<file path="src/sv/mma_pkg.sv">
// shared constants, types and status decoding for the midi message assembler
`default_nettype none
package mma_pkg;

  localparam int unsigned MSG_BUFFER_DEPTH = 64;
  localparam int unsigned ADDR_W = $clog2(MSG_BUFFER_DEPTH);
  localparam int unsigned CNT_W  = $clog2(MSG_BUFFER_DEPTH + 1);

  localparam logic [7:0] SYSEX_START  = 8'hf0;
  localparam logic [7:0] SYSEX_END    = 8'hf7;
  localparam logic [7:0] REALTIME_MIN = 8'hf8;
  localparam logic [7:0] STATUS_FLAG  = 8'h80;

  typedef logic [CNT_W-1:0]  cnt_t;
  typedef logic [ADDR_W-1:0] addr_t;

  // emission request from the decoder to the sequencer
  typedef struct packed {
    logic       imm;      // one-byte message straight from the input
    logic [7:0] imm_byte;
    logic       mem;      // message held in the buffer
    cnt_t       len;      // number of buffered bytes to send
  } emit_req_t;

  // standard message length of a status byte, zero for none or sysex
  function automatic logic [1:0] msg_len(input logic [7:0] s);
    logic [1:0] len;
    len = 2'd0;
    if ((s & STATUS_FLAG) == 8'h00) begin
      len = 2'd0;
    end else if (s < 8'hc0) begin
      len = 2'd3;
    end else if (s < 8'he0) begin
      len = 2'd2;
    end else if (s < SYSEX_START) begin
      len = 2'd3;
    end else if (s >= REALTIME_MIN) begin
      len = 2'd1;
    end else begin
      unique case (s[3:0])
        4'h1:    len = 2'd2;
        4'h2:    len = 2'd3;
        4'h3:    len = 2'd2;
        4'h6:    len = 2'd1;
        default: len = 2'd0;
      endcase
    end
    return len;
  endfunction

endpackage
`default_nettype wire

</file>
<file path="src/sv/mma_ram.sv">
// single-port-write, single-port-read buffer ram with registered read data
`default_nettype none
module mma_ram #(
  parameter int unsigned DEPTH = 64,
  parameter int unsigned WIDTH = 8,
  parameter int unsigned AW    = $clog2(DEPTH)
) (
  input  wire logic             clk_i,
  input  wire logic             we_i,
  input  wire logic [AW-1:0]    waddr_i,
  input  wire logic [WIDTH-1:0] wdata_i,
  input  wire logic             re_i,
  input  wire logic [AW-1:0]    raddr_i,
  output logic      [WIDTH-1:0] rdata_o
);

  logic [WIDTH-1:0] mem_q [DEPTH];
  logic [WIDTH-1:0] rdata_q;

  always_ff @(posedge clk_i) begin
    if (we_i) begin
      mem_q[waddr_i] <= wdata_i;
    end
  end

  always_ff @(posedge clk_i) begin
    if (re_i) begin
      rdata_q <= mem_q[raddr_i];
    end
  end

  assign rdata_o = rdata_q;

endmodule
`default_nettype wire

</file>
<file path="src/sv/mma_ctrl.sv">
// byte decoder: pending count, status shadow, buffer writes and emit requests
`default_nettype none
module mma_ctrl (
  input  wire logic               clk_i,
  input  wire logic               rst_ni,
  input  wire logic               accept_i,
  input  wire logic [7:0]         in_byte_i,
  input  wire logic               running_en_i,
  output logic                    we_o,
  output mma_pkg::addr_t          waddr_o,
  output mma_pkg::emit_req_t      req_o
);
  import mma_pkg::*;

  cnt_t       cnt_q, cnt_d;
  logic [7:0] st_q, st_d;
  logic [1:0] len_b, len_st;
  logic       interrupt;
  cnt_t       cnt_next;
  logic       complete;

  always_comb begin
    len_b     = msg_len(in_byte_i);
    len_st    = msg_len(st_q);
    interrupt = (cnt_q != '0) && in_byte_i[7]
                && !((st_q == SYSEX_START) && (in_byte_i == SYSEX_END));
    cnt_next  = cnt_q + CNT_W'(1);
    complete  = (st_q == SYSEX_START) ? (in_byte_i == SYSEX_END)
                                      : (cnt_next == CNT_W'(len_st));
    cnt_d   = cnt_q;
    st_d    = st_q;
    we_o    = 1'b0;
    waddr_o = '0;
    req_o   = '0;
    if (accept_i) begin
      if (in_byte_i >= REALTIME_MIN) begin
        // real-time byte leaves the pending message alone
        req_o.imm      = 1'b1;
        req_o.imm_byte = in_byte_i;
      end else if ((cnt_q == '0) || interrupt) begin
        if ((len_b != 2'd0) || (in_byte_i == SYSEX_START)) begin
          we_o = 1'b1;
          st_d = in_byte_i;
          if (len_b == 2'd1) begin
            // tune request goes out at once
            req_o.imm      = 1'b1;
            req_o.imm_byte = in_byte_i;
            cnt_d          = '0;
          end else begin
            cnt_d = CNT_W'(1);
          end
        end else begin
          cnt_d = '0;
        end
      end else if (cnt_q == CNT_W'(MSG_BUFFER_DEPTH)) begin
        // sysex overflow, dropped quietly
        cnt_d = '0;
      end else begin
        we_o    = 1'b1;
        waddr_o = cnt_q[ADDR_W-1:0];
        if (complete) begin
          req_o.mem = 1'b1;
          req_o.len = cnt_next;
          cnt_d     = (running_en_i && (st_q < SYSEX_START)) ? CNT_W'(1) : '0;
        end else begin
          cnt_d = cnt_next;
        end
      end
    end
  end

  always_ff @(posedge clk_i or negedge rst_ni) begin
    if (!rst_ni) begin
      cnt_q <= '0;
    end else begin
      cnt_q <= cnt_d;
    end
  end

  // shadow of buffer entry zero
  always_ff @(posedge clk_i) begin
    st_q <= st_d;
  end

  a_cnt_bounded: assert property (@(posedge clk_i) disable iff (!rst_ni)
    cnt_q <= CNT_W'(MSG_BUFFER_DEPTH))
    else $error("pending count beyond buffer depth");

endmodule
`default_nettype wire

</file>
<file path="src/sv/mma_emit.sv">
// emit sequencer: streams buffered bytes or a single byte to the output
`default_nettype none
module mma_emit (
  input  wire logic               clk_i,
  input  wire logic               rst_ni,
  input  wire mma_pkg::emit_req_t req_i,
  input  wire logic [7:0]         rd_data_i,
  output logic                    rd_en_o,
  output mma_pkg::addr_t          rd_addr_o,
  output logic                    busy_o,
  output logic                    msg_valid_o,
  input  wire logic               msg_stall_i,
  output logic [7:0]              msg_byte_o,
  output logic                    msg_last_o
);
  import mma_pkg::*;

  typedef enum logic [1:0] {
    ST_IDLE = 2'b01,
    ST_EMIT = 2'b10
  } emit_state_e;

  emit_state_e state_q, state_d;
  cnt_t        idx_q, idx_d;
  cnt_t        len_q, len_d;
  logic        out_valid_q, out_valid_d;
  logic        last_q, last_d;
  logic        direct_q, direct_d;
  logic [7:0]  imm_q, imm_d;
  logic        taken;
  logic        rd_last;

  assign taken   = out_valid_q && !msg_stall_i;
  assign rd_last = (CNT_W'(idx_q + CNT_W'(1)) == len_q);

  always_comb begin
    state_d     = state_q;
    idx_d       = idx_q;
    len_d       = len_q;
    out_valid_d = out_valid_q;
    last_d      = last_q;
    direct_d    = direct_q;
    imm_d       = imm_q;
    rd_en_o     = 1'b0;
    rd_addr_o   = idx_q[ADDR_W-1:0];
    if (taken) begin
      out_valid_d = 1'b0;
    end
    unique case (state_q)
      ST_IDLE: begin
        if (req_i.imm) begin
          out_valid_d = 1'b1;
          direct_d    = 1'b1;
          imm_d       = req_i.imm_byte;
          last_d      = 1'b1;
        end else if (req_i.mem) begin
          state_d = ST_EMIT;
          idx_d   = '0;
          len_d   = req_i.len;
        end
      end
      ST_EMIT: begin
        if (!out_valid_q || taken) begin
          rd_en_o     = 1'b1;
          out_valid_d = 1'b1;
          direct_d    = 1'b0;
          last_d      = rd_last;
          idx_d       = CNT_W'(idx_q + CNT_W'(1));
          if (rd_last) begin
            state_d = ST_IDLE;
          end
        end
      end
      default: state_d = ST_IDLE;
    endcase
  end

  always_ff @(posedge clk_i or negedge rst_ni) begin
    if (!rst_ni) begin
      state_q     <= ST_IDLE;
      out_valid_q <= 1'b0;
    end else begin
      state_q     <= state_d;
      out_valid_q <= out_valid_d;
    end
  end

  always_ff @(posedge clk_i) begin
    idx_q    <= idx_d;
    len_q    <= len_d;
    last_q   <= last_d;
    direct_q <= direct_d;
    imm_q    <= imm_d;
  end

  assign busy_o      = (state_q != ST_IDLE) || out_valid_q;
  assign msg_valid_o = out_valid_q;
  assign msg_byte_o  = direct_q ? imm_q : rd_data_i;
  assign msg_last_o  = last_q;

  a_req_when_idle: assert property (@(posedge clk_i) disable iff (!rst_ni)
    (req_i.imm || req_i.mem) |-> (state_q == ST_IDLE) && !out_valid_q)
    else $error("emit request while busy");

  a_req_exclusive: assert property (@(posedge clk_i) disable iff (!rst_ni)
    !(req_i.imm && req_i.mem))
    else $error("both emit requests at once");

  a_read_shows: assert property (@(posedge clk_i) disable iff (!rst_ni)
    rd_en_o |=> out_valid_q && !direct_q)
    else $error("buffer read not presented");

  a_len_nonzero: assert property (@(posedge clk_i) disable iff (!rst_ni)
    (state_q == ST_EMIT) |-> (len_q != '0) && (idx_q < len_q))
    else $error("emit index out of range");

endmodule
`default_nettype wire

</file>
<file path="src/sv/midi_message_assembler_top.sv">
// midi message assembler top level: config register, decoder, buffer and emitter
// a real-time or tune request item shows on the output in the cycle after it is taken
// a completed buffered message shows its first byte once the emitter is in its emit state
// and has read it into the ram read register, then streams one byte per cycle from the
// buffer ram read port while the output is not stalled; an item with no result does not
// stall the input, one that yields a message holds it stalled until its final byte is taken
// reset clears the pending count, emitter state and config; the buffer ram is not cleared
`default_nettype none
module midi_message_assembler_top (
  input  wire logic       clk_i,
  input  wire logic       rst_ni,
  // configuration write
  input  wire logic       cfg_we_i,
  input  wire logic       cfg_wdata_i,
  // byte input channel
  input  wire logic       in_valid_i,
  output logic            in_stall_o,
  input  wire logic [7:0] in_byte_i,
  // message output channel
  output logic            msg_valid_o,
  input  wire logic       msg_stall_i,
  output logic [7:0]      msg_byte_o,
  output logic            msg_last_o
);
  import mma_pkg::*;

  // running status enable register
  logic rse_q, rse_d;

  logic      accept;
  logic      busy;
  logic      we;
  addr_t     waddr;
  emit_req_t req;
  logic      rd_en;
  addr_t     rd_addr;
  logic [7:0] rd_data;

  assign rse_d = cfg_we_i ? cfg_wdata_i : rse_q;

  always_ff @(posedge clk_i or negedge rst_ni) begin
    if (!rst_ni) begin
      rse_q <= 1'b0;
    end else begin
      rse_q <= rse_d;
    end
  end

  // one item at a time: stall while a message is in flight or the output holds a byte,
  // so buffer writes and emit reads never touch the ram in the same cycle
  assign in_stall_o = busy;
  assign accept     = in_valid_i && !busy;

  // decode each item against the pending count and status
  mma_ctrl u_ctrl (
    .clk_i        (clk_i),
    .rst_ni       (rst_ni),
    .accept_i     (accept),
    .in_byte_i    (in_byte_i),
    .running_en_i (rse_q),
    .we_o         (we),
    .waddr_o      (waddr),
    .req_o        (req)
  );

  // pending message bytes
  mma_ram #(
    .DEPTH (MSG_BUFFER_DEPTH),
    .WIDTH (8)
  ) u_ram (
    .clk_i   (clk_i),
    .we_i    (we),
    .waddr_i (waddr),
    .wdata_i (in_byte_i),
    .re_i    (rd_en),
    .raddr_i (rd_addr),
    .rdata_o (rd_data)
  );

  // stream the finished message out, the ram read register doubles as output register
  mma_emit u_emit (
    .clk_i       (clk_i),
    .rst_ni      (rst_ni),
    .req_i       (req),
    .rd_data_i   (rd_data),
    .rd_en_o     (rd_en),
    .rd_addr_o   (rd_addr),
    .busy_o      (busy),
    .msg_valid_o (msg_valid_o),
    .msg_stall_i (msg_stall_i),
    .msg_byte_o  (msg_byte_o),
    .msg_last_o  (msg_last_o)
  );

endmodule
`default_nettype wire
</file>
<file path="config.mk">
export PLATFORM = sky130hd
export DESIGN_NAME = midi_message_assembler_top
export DESIGN_NICKNAME = d
export VERILOG_FILES = /design/src/sv/mma_pkg.sv /design/src/sv/mma_ram.sv /design/src/sv/mma_ctrl.sv /design/src/sv/mma_emit.sv /design/src/sv/midi_message_assembler_top.sv
export SDC_FILE = /design/constraint.sdc
export NUM_CORES = 1
export LEC_CHECK = 0
export BUFFER_PORTS_ARGS = -buffer_cell sky130_fd_sc_hd__clkbuf_2
export CAP_MARGIN = 40
export CORE_ASPECT_RATIO = 0.9
export CORE_MARGIN = 2
export CORE_UTILIZATION = 45
export DETAILED_ROUTE_END_ITERATION = 16
export GPL_TIMING_DRIVEN = 0
export PLACE_DENSITY_LB_ADDON = 0.25
export SYNTH_ARGS = -nofsm -noshare
export SYNTH_HDL_FRONTEND = slang
export SYNTH_HIERARCHICAL = 1
export SYNTH_SLANG_ARGS = --single-unit
</file>
<file path="constraint.sdc">
create_clock -name clk_i -period 3.2 [get_ports clk_i]
set_clock_uncertainty 0.1 [all_clocks]
set_input_delay 0.64 -clock clk_i [delete_from_list [all_inputs] [get_ports clk_i]]
set_output_delay 0.64 -clock clk_i [all_outputs]
set_load 0.005 [all_outputs]
</file>
; Yosys cells after proc, flatten, opt, wreduce, memory -nomap -nowiden
; Memory sizes are Yosys's and may differ from the RTL's. A register that Yosys moved wholly into a read port is not among the register bits.
; Cells that the tools add are included.
[classes]
div = 0
order_cmp = 8
n_reduce_logical = 30
n_bitwise = 4
n_shift = 0
mul = 0
eq_ne = 23
mux = 60
addsub = 2
[op_table]
columns = op, count
row1 = "< comparator 8 bit, second input constant", 6
row2 = 2-to-1 mux 7 bit, 6
row3 = 2-to-1 mux 8 bit, 5
row4 = 2-to-1 mux 9 bit, 4
row5 = 2-to-1 mux 2 bit, 14
row6 = "== test 8 bit, second input constant", 3
row7 = 2-to-1 mux 6 bit, 4
row8 = 2-to-1 mux 1 bit, 19
row9 = 2-to-1 mux 17 bit, 1
row10 = "== test 4 x 2 -> 1 bit, second input constant", 4
row11 = "greater-or-equal comparator 8 bit, second input constant", 2
row12 = logical NOT 8 bit, 2
row13 = "adder 7 x 1 -> 7 bit, second input constant", 2
row14 = case mux 7 bit (2 select lines), 1
row15 = case mux 2 bit (3 select lines), 2
row16 = AND reduction 4 bit, 3
row17 = "== test 4 x 1 -> 1 bit, second input constant", 2
row18 = "== test 4 x 3 -> 1 bit, second input constant", 2
row19 = == test 7 x 2 -> 1 bit, 1
row20 = == test 7 bit, 1
row21 = "== test 7 bit, second input constant", 1
row22 = logical NOT 7 bit, 1
row23 = nonzero test 7 bit, 1
row24 = logical AND 1 bit, 6
row25 = 14 further kinds, 34
[totals]
output_inout_bits = 11
mem_count = 1
latch_bits = 0
inputBits = 14
regBits = 43
romBits = 0
ramBits = 512
[memory_table]
columns = name, words, word_bits, rd, rd_ports_with_merged_regs, write_ports, line_no
row1 = u_ram.mem_q, 64, 8, 1, 1, 1, mma_ram.sv:17  ; logic [WIDTH-1:0] mem_q [DEPTH];

; Longest topological paths before layout
[logic_depth]
ltp_word = 18
mapped_depth = 15
depth_no_buf = 13

; Hierarchy
; Netlist, hierarchy kept.
[by_module_without_submodules]
columns = module, cells_per_inst, instances, seq_area_each_um2, area_each_um2
row1 = mma_ram, 940, 1, 15615.0, 20246.9
row2 = mma_emit, 106, 1, 797.0, 1398.8
row3 = mma_ctrl, 132, 1, 415.4, 1162.4
row4 = midi_message_assembler_top, 3, 1, 25.0, 46.3

; Least setup slack after synthesis
; No wires, ideal clock.
[synth_timing]
path_kind = reg2reg
startpoint = reg u_ctrl.st_q[3]
endpoint = mem u_ram.mem_q[59][0] (enable)
setup_time_ns = 0.370
setup_slack_ns = -0.251
required_ns = 2.730
stages_incl_launch_ff = 11
arrival_ns = 2.981
path_cell_list = edfxtp_1 or4_1 or4_4 a21oi_2 nand2_1 buf_6 nor2_1 clkbuf_1 nor2b_1 nand3_1 nor2_1
[synth_rtl]
columns = element, line_no
row1 = "start, declared", mma_ctrl.sv:16  ; logic [7:0] st_q, st_d;
row2 = "start signal, assigned", mma_ctrl.sv:82  ; st_q <= st_d;
row3 = == test 8 bit, mma_ctrl.sv:26  ; && !((st_q == SYSEX_START) && (in_byte_i == SYSEX_END));
row4 = logical AND 1 bit, mma_ctrl.sv:26
row5 = logical NOT 1 bit, mma_ctrl.sv:26
row6 = logical AND 1 bit, mma_ctrl.sv:26
row7 = logical OR 1 bit, mma_ctrl.sv:40  ; end else if ((cnt_q == '0) || interrupt) begin
row8 = 2-to-1 mux 6 bit, mma_ctrl.sv:40
row9 = 2-to-1 mux 6 bit, mma_ctrl.sv:36  ; if (in_byte_i >= REALTIME_MIN) begin
row10 = 2-to-1 mux 6 bit, mma_ctrl.sv:35  ; if (accept_i) begin
row11 = net waddr[1], midi_message_assembler_top.sv:33  ; addr_t waddr;
row12 = "end, declared", mma_ram.sv:17
; The timed path passes the listed nets, and every way through them passes these cells.

; Worst setup path after layout
[layout_timing]
startpoint = reg u_ctrl.st_q[3]
endpoint = mem u_ram.mem_q[46][1] (enable)
[layout_via]
elab_chain_len = 10
[layout_rtl]
columns = element, line_no
row1 = == test 8 bit, mma_ctrl.sv:26
row2 = logical AND 1 bit, mma_ctrl.sv:26
row3 = logical NOT 1 bit, mma_ctrl.sv:26
row4 = logical AND 1 bit, mma_ctrl.sv:26
row5 = logical OR 1 bit, mma_ctrl.sv:40
row6 = 2-to-1 mux 1 bit, mma_ctrl.sv:40
row7 = 2-to-1 mux 1 bit, mma_ctrl.sv:36
row8 = 2-to-1 mux 1 bit, mma_ctrl.sv:35
row9 = net we, midi_message_assembler_top.sv:32  ; logic we;
row10 = 2-to-1 mux 1 bit, mma_ram.sv:21  ; if (we_i) begin
row11 = 2-to-1 mux 1 bit (not written as such), mma_ram.sv:22  ; mem_q[waddr_i] <= wdata_i;
; The timed path passes the listed nets, and every way through them passes these cells.

==> results.md <==
- The remaining global-route overflow is 0.
- Data on the critical path is required at its endpoint by around 3.4 ns.
- The first detailed-routing pass ran for 6 iterations.
- On the worst path, the slowest cell contributes a delay of 0.55 ns.
- The die span in x is ~240 µm.
- The time the final worst path needs with I/O delays and setup is ~3.3 ns.
- The maximum clock path buffer count is 3.
- The synthesis-to-finish area growth is 24.4%.
- The number of cells on the worst reg-to-reg path is 12.
- The count of nets left with antenna violations once routing finished came out at 0.
- The worst register-to-register path begins at u_ctrl/st_q[3]$_DFFE_PP_.
- The reg2reg setup slack is -0.12 ns.
- After detailed routing, the number of vias per cell comes to roughly 5.9.
- The final reports fail on negative setup slack.
- In this run, distinct cell masters in the synthesized netlist total 74.
- When the netlist entered floorplanning its net count stood at 1200.
- The floorplan die height is ~220 µm.
- The run finished, with violations left.
- On the critical path the largest part of the delay comes from simple AND/OR/NAND/NOR gates.
- Yosys attributes the largest share of cell area to sky130_fd_sc_hd__edfxtp_1 (73%), sky130_fd_sc_hd__mux4_2 (12%), sky130_fd_sc_hd__nor2_1 (1.6%).
- Setup violations remaining at the end of the flow were counted as about 340.
- The number of design rule violations left after detail routing is 0.
- Setup repair after global routing could not meet its margin everywhere.
- During I/O placement, the number of pins put on the boundary was 25.
- The average cell area after synthesis is 19.4 µm².
- The total CTS buffers is 55.
- The power density over the cells is approximately 750 nW/µm².
- Dividing the final minimum period by the clock period gives 1.04.
- The number of max-slew violations in the final report was 0.
- At the pin with the least slew margin, the transition time is approximately 0.91 ns.
- The post-synthesis instance area is between 20000 and 25000 µm².
- The final count of hold timing violations is 0.
- The wire length of the first global-routing pass is 84100 µm.
- The average routed wire per standard cell is 27.5 µm.
- The pin count of the biggest net entering global routing is 45.
- The maximum fanout along the worst path is 8.
- The ratio of cells with drive above 1 in the final layout is 0.396.
- Derived from the worst setup path, the maximum achievable clock frequency is between 0.3 and 0.4 GHz.
- The via count of the first global-routing pass is ~12000.
- The half-perimeter wire length after detailed placement is roughly 37000 µm.
- The placement-stage worst setup slack is -1.89 ns.
- The share of synthesized area in the top cell type comes to 0.725.
- The count of synthesis-stage warnings from yosys is 6.
- The H-tree depth is 2.
- The startpoint kind of the worst setup timing path is a register.
- The number of nets in the final layout is 1431.
- In the global route stage, overall resource usage came out at 0.222.
- The endpoint of the worst hold path is rse_q$_DFFE_PN0P_.
- The most common cell after layout, fill and taps aside is sky130_fd_sc_hd__edfxtp_1.
- The later-pin clock latency in the skew report is about 0.61 ns.
- The cell depth of the worst hold path is 2.
- In this run the worst hold path is classified as in2reg.
- In the synthesized netlist the async set-or-reset flop fraction comes to 0.0195.
- The arrival time of data at the critical path endpoint is 3.54 ns.
- Counting flops with a built-in enable in the synthesized netlist gives ~550.
- 0 antenna diodes ended up in the layout.
- The share of the Yosys chip area taken by registers is 0.737.
- The most used flip-flop cell after synthesis is sky130_fd_sc_hd__edfxtp_1.
- Measured against its own limit, the worst slew margin works out to 0.378.
- The setup path with the least slack is of type reg2reg.
- After layout, the worst setup slack is -0.121 ns.
- The analysis attributes to cell leakage a power of 9.11 nW.
- The clock transition at the registers of the reported paths is approximately 0.060 ns.
- The die covers between 50000 and 60000 µm².
- The standard cell with the maximum stage delay on the critical path is sky130_fd_sc_hd__or4_4.
- The top cell types in the final layout, fill and taps aside, are sky130_fd_sc_hd__edfxtp_1 (552), sky130_fd_sc_hd__mux4_2 (126), sky130_fd_sc_hd__buf_4 (70), sky130_fd_sc_hd__nor2_4 (64), sky130_fd_sc_hd__buf_12 (63).
- The worst setup path is captured at a register.
- The buffering stage count on the worst path with inverters included is 4.
- The number of max-cap violations is 0.
- The routed wire length is 58700 µm.
- The core outline area is 50300 µm².
- The maximum vdd drop is roughly 0.55 mV.
- Summing over every cut layer, the via total after detailed routing is 12600.
- The finished cells cover 28400 µm².
- The summed negative setup slack over all endpoints is -11.12 ns.
- The largest area contributor in the netlist is sky130_fd_sc_hd__edfxtp_1.
- The root buffer cell is sky130_fd_sc_hd__clkbuf_16.
- The number of register bits inferred by synthesis is between 500 and 600.
- Synthesis produced ~1200 cells.
- The initial utilization of the core area, before any placement, comes to 0.455.
- The initial antenna violation count is 1.
- The TritonCTS clock tree is built.
- After the first detailed-routing iteration, the DRC count stood at between 1000 and 1500.
- The signal on the critical path passes through or4_4, or4_4, a21oi_4, nand2_2, buf_8, nand2_8, nor2b_4, buf_6, nand3_4, buf_12, nor2_4, buf_12.
- In this run the most critical hold path is launched from cfg_wdata_i.
- During placement, the flow inserted port buffers numbering 24.
- The placement-stage cell area is between 20000 and 25000 µm².
- The capture instance of the worst register-to-register path is u_ram/mem_q[46][1]$_DFFE_PP_.
- The final weighted congestion of routability-driven global placement is 0.881.
- Clock tree synthesis found a total of approximately 560 sinks.
- Row generation in the floorplan step produced between 70 and 80 rows.
## synth_stat cells, types with 5 or more instances
cell,instances
sky130_fd_sc_hd__edfxtp_1,552
sky130_fd_sc_hd__mux4_2,126
sky130_fd_sc_hd__nor2_1,100
sky130_fd_sc_hd__nand2_1,34
sky130_fd_sc_hd__mux2i_1,25
sky130_fd_sc_hd__mux2_2,21
sky130_fd_sc_hd__clkbuf_1,20
sky130_fd_sc_hd__nand3_1,20
sky130_fd_sc_hd__nor2b_1,20
sky130_fd_sc_hd__buf_4,19
sky130_fd_sc_hd__and2_1,13
sky130_fd_sc_hd__nor3_1,13
sky130_fd_sc_hd__o21ai_0,12
sky130_fd_sc_hd__a211oi_1,11
sky130_fd_sc_hd__buf_2,11
sky130_fd_sc_hd__nand2b_1,11
sky130_fd_sc_hd__dfrtp_1,10
sky130_fd_sc_hd__inv_1,10
sky130_fd_sc_hd__o22ai_1,9
sky130_fd_sc_hd__o221ai_1,8
sky130_fd_sc_hd__a21oi_1,7
sky130_fd_sc_hd__xnor2_1,7
sky130_fd_sc_hd__a221oi_1,6
sky130_fd_sc_hd__and3_1,6
sky130_fd_sc_hd__nand4_1,6
sky130_fd_sc_hd__a21o_1,5
sky130_fd_sc_hd__a21oi_2,5
sky130_fd_sc_hd__buf_6,5
sky130_fd_sc_hd__ha_1,5
sky130_fd_sc_hd__or2_2,5
sky130_fd_sc_hd__or3_1,5
## timing repair
| action | 4_1_cts | 5_1_grt |
|---|---|---|
| endpoints found under the hold margin | 10 | 0 |
| setup buffers | 87 | 44 |
| resized for setup | 104 | 60 |
| pin swaps | 50 | 34 |
| hold buffers | 1 | 0 |
| endpoints found under the setup margin | 535 | 515 |
## kinds of logic after synthesis
logic type | share of synthesized area
flops | 0.737
simple gates | 0.0546
mux | 0.146
compound gates | 0.0343
buf+inv | 0.0186
xor+xnor | 0.00624
fa+ha+maj | 0.00274
## sequential cells by signal (all words and copies together) (netlist names)
register,count
rse_q,1
u_ctrl/cnt_q,7
u_ctrl/st_q,8
u_emit/direct_q,1
u_emit/idx_q,7
u_emit/imm_q,8
u_emit/len_q,7
u_emit/msg_last_o,1
u_emit/msg_valid_o,1
u_emit/state_q,2
u_ram/mem_q,512
u_ram/rdata_o,8
## cell type report
class	instances	area, µm²
well taps	680	851
flip-flops and latches	563	16900
plain buffers	57	428
fillers	3711	21800
repair buffers	178	2240
clock inverters	28	198
inverters	11	41.3
clock buffers	70	1450
multi-input cells	546	6360
## power by group
group	leakage (nW)	internal [mW]	total (mW)	switching (mW)
registers	5.09	8.34	8.47	0.126
clock network	0.819	3.36	6.02	2.66
logic	3.20	2.98	6.92	3.94
total	9.11	14.7	21.4	6.73
## per-stage QoR
step	hold WS [ns]	total power, mW	cells	util
final	0.185	21.4	2133	0.566
after detailed placement	0.420	15.0	1907	0.488
after CTS	0.156	21.3	2090	0.552
after global placement	0.407	14.9	1885	0.482
after global routing	0.182	22.1	2133	0.566
after floorplan	0.244	12.7	1181	-
## worst reg2reg max path: cells and delay by family (launching register included)
kind	cells	cell delay, ns
AOI/OAI and AO/OA	1	0.21
DFF	1	0.40
buffers and inverters	4	0.66
and+or+nand+nor	7	1.66
## routing by layer
layer / wire (µm) / up-vias / global-route usage
met5: 0 / - / 0
met4: 2060 / 0 / 0.0776
met3: 5020 / 128 / 0.0405
met2: 27900 / 625 / 0.354
met1: 23700 / 6530 / 0.310
li1: - / 5316 / -
## worst max-delay path by stage
stage                                             start                            to  slack (ns)  cells after the start
after CTS                 u_emit/idx_q[4]$_SDFFCE_PP0P_    u_ram/rdata_o[1]$_DFFE_PP_       -0.02                      7
after global placement                     in_byte_i[5]   u_ram/mem_q[9][2]$_DFFE_PP_       -2.64                      9
after global routing           u_ctrl/st_q[3]$_DFFE_PP_  u_ram/mem_q[46][4]$_DFFE_PP_       -0.17                     12
final                          u_ctrl/st_q[3]$_DFFE_PP_  u_ram/mem_q[46][1]$_DFFE_PP_       -0.12                     12
after detailed placement                   in_byte_i[6]  u_ram/mem_q[13][7]$_DFFE_PP_       -1.89                     10
after floorplan                            in_byte_i[4]  u_ram/mem_q[15][0]$_DFFE_PP_       -0.17                      9
No activity file was read; power rests on OpenSTA's default activity.
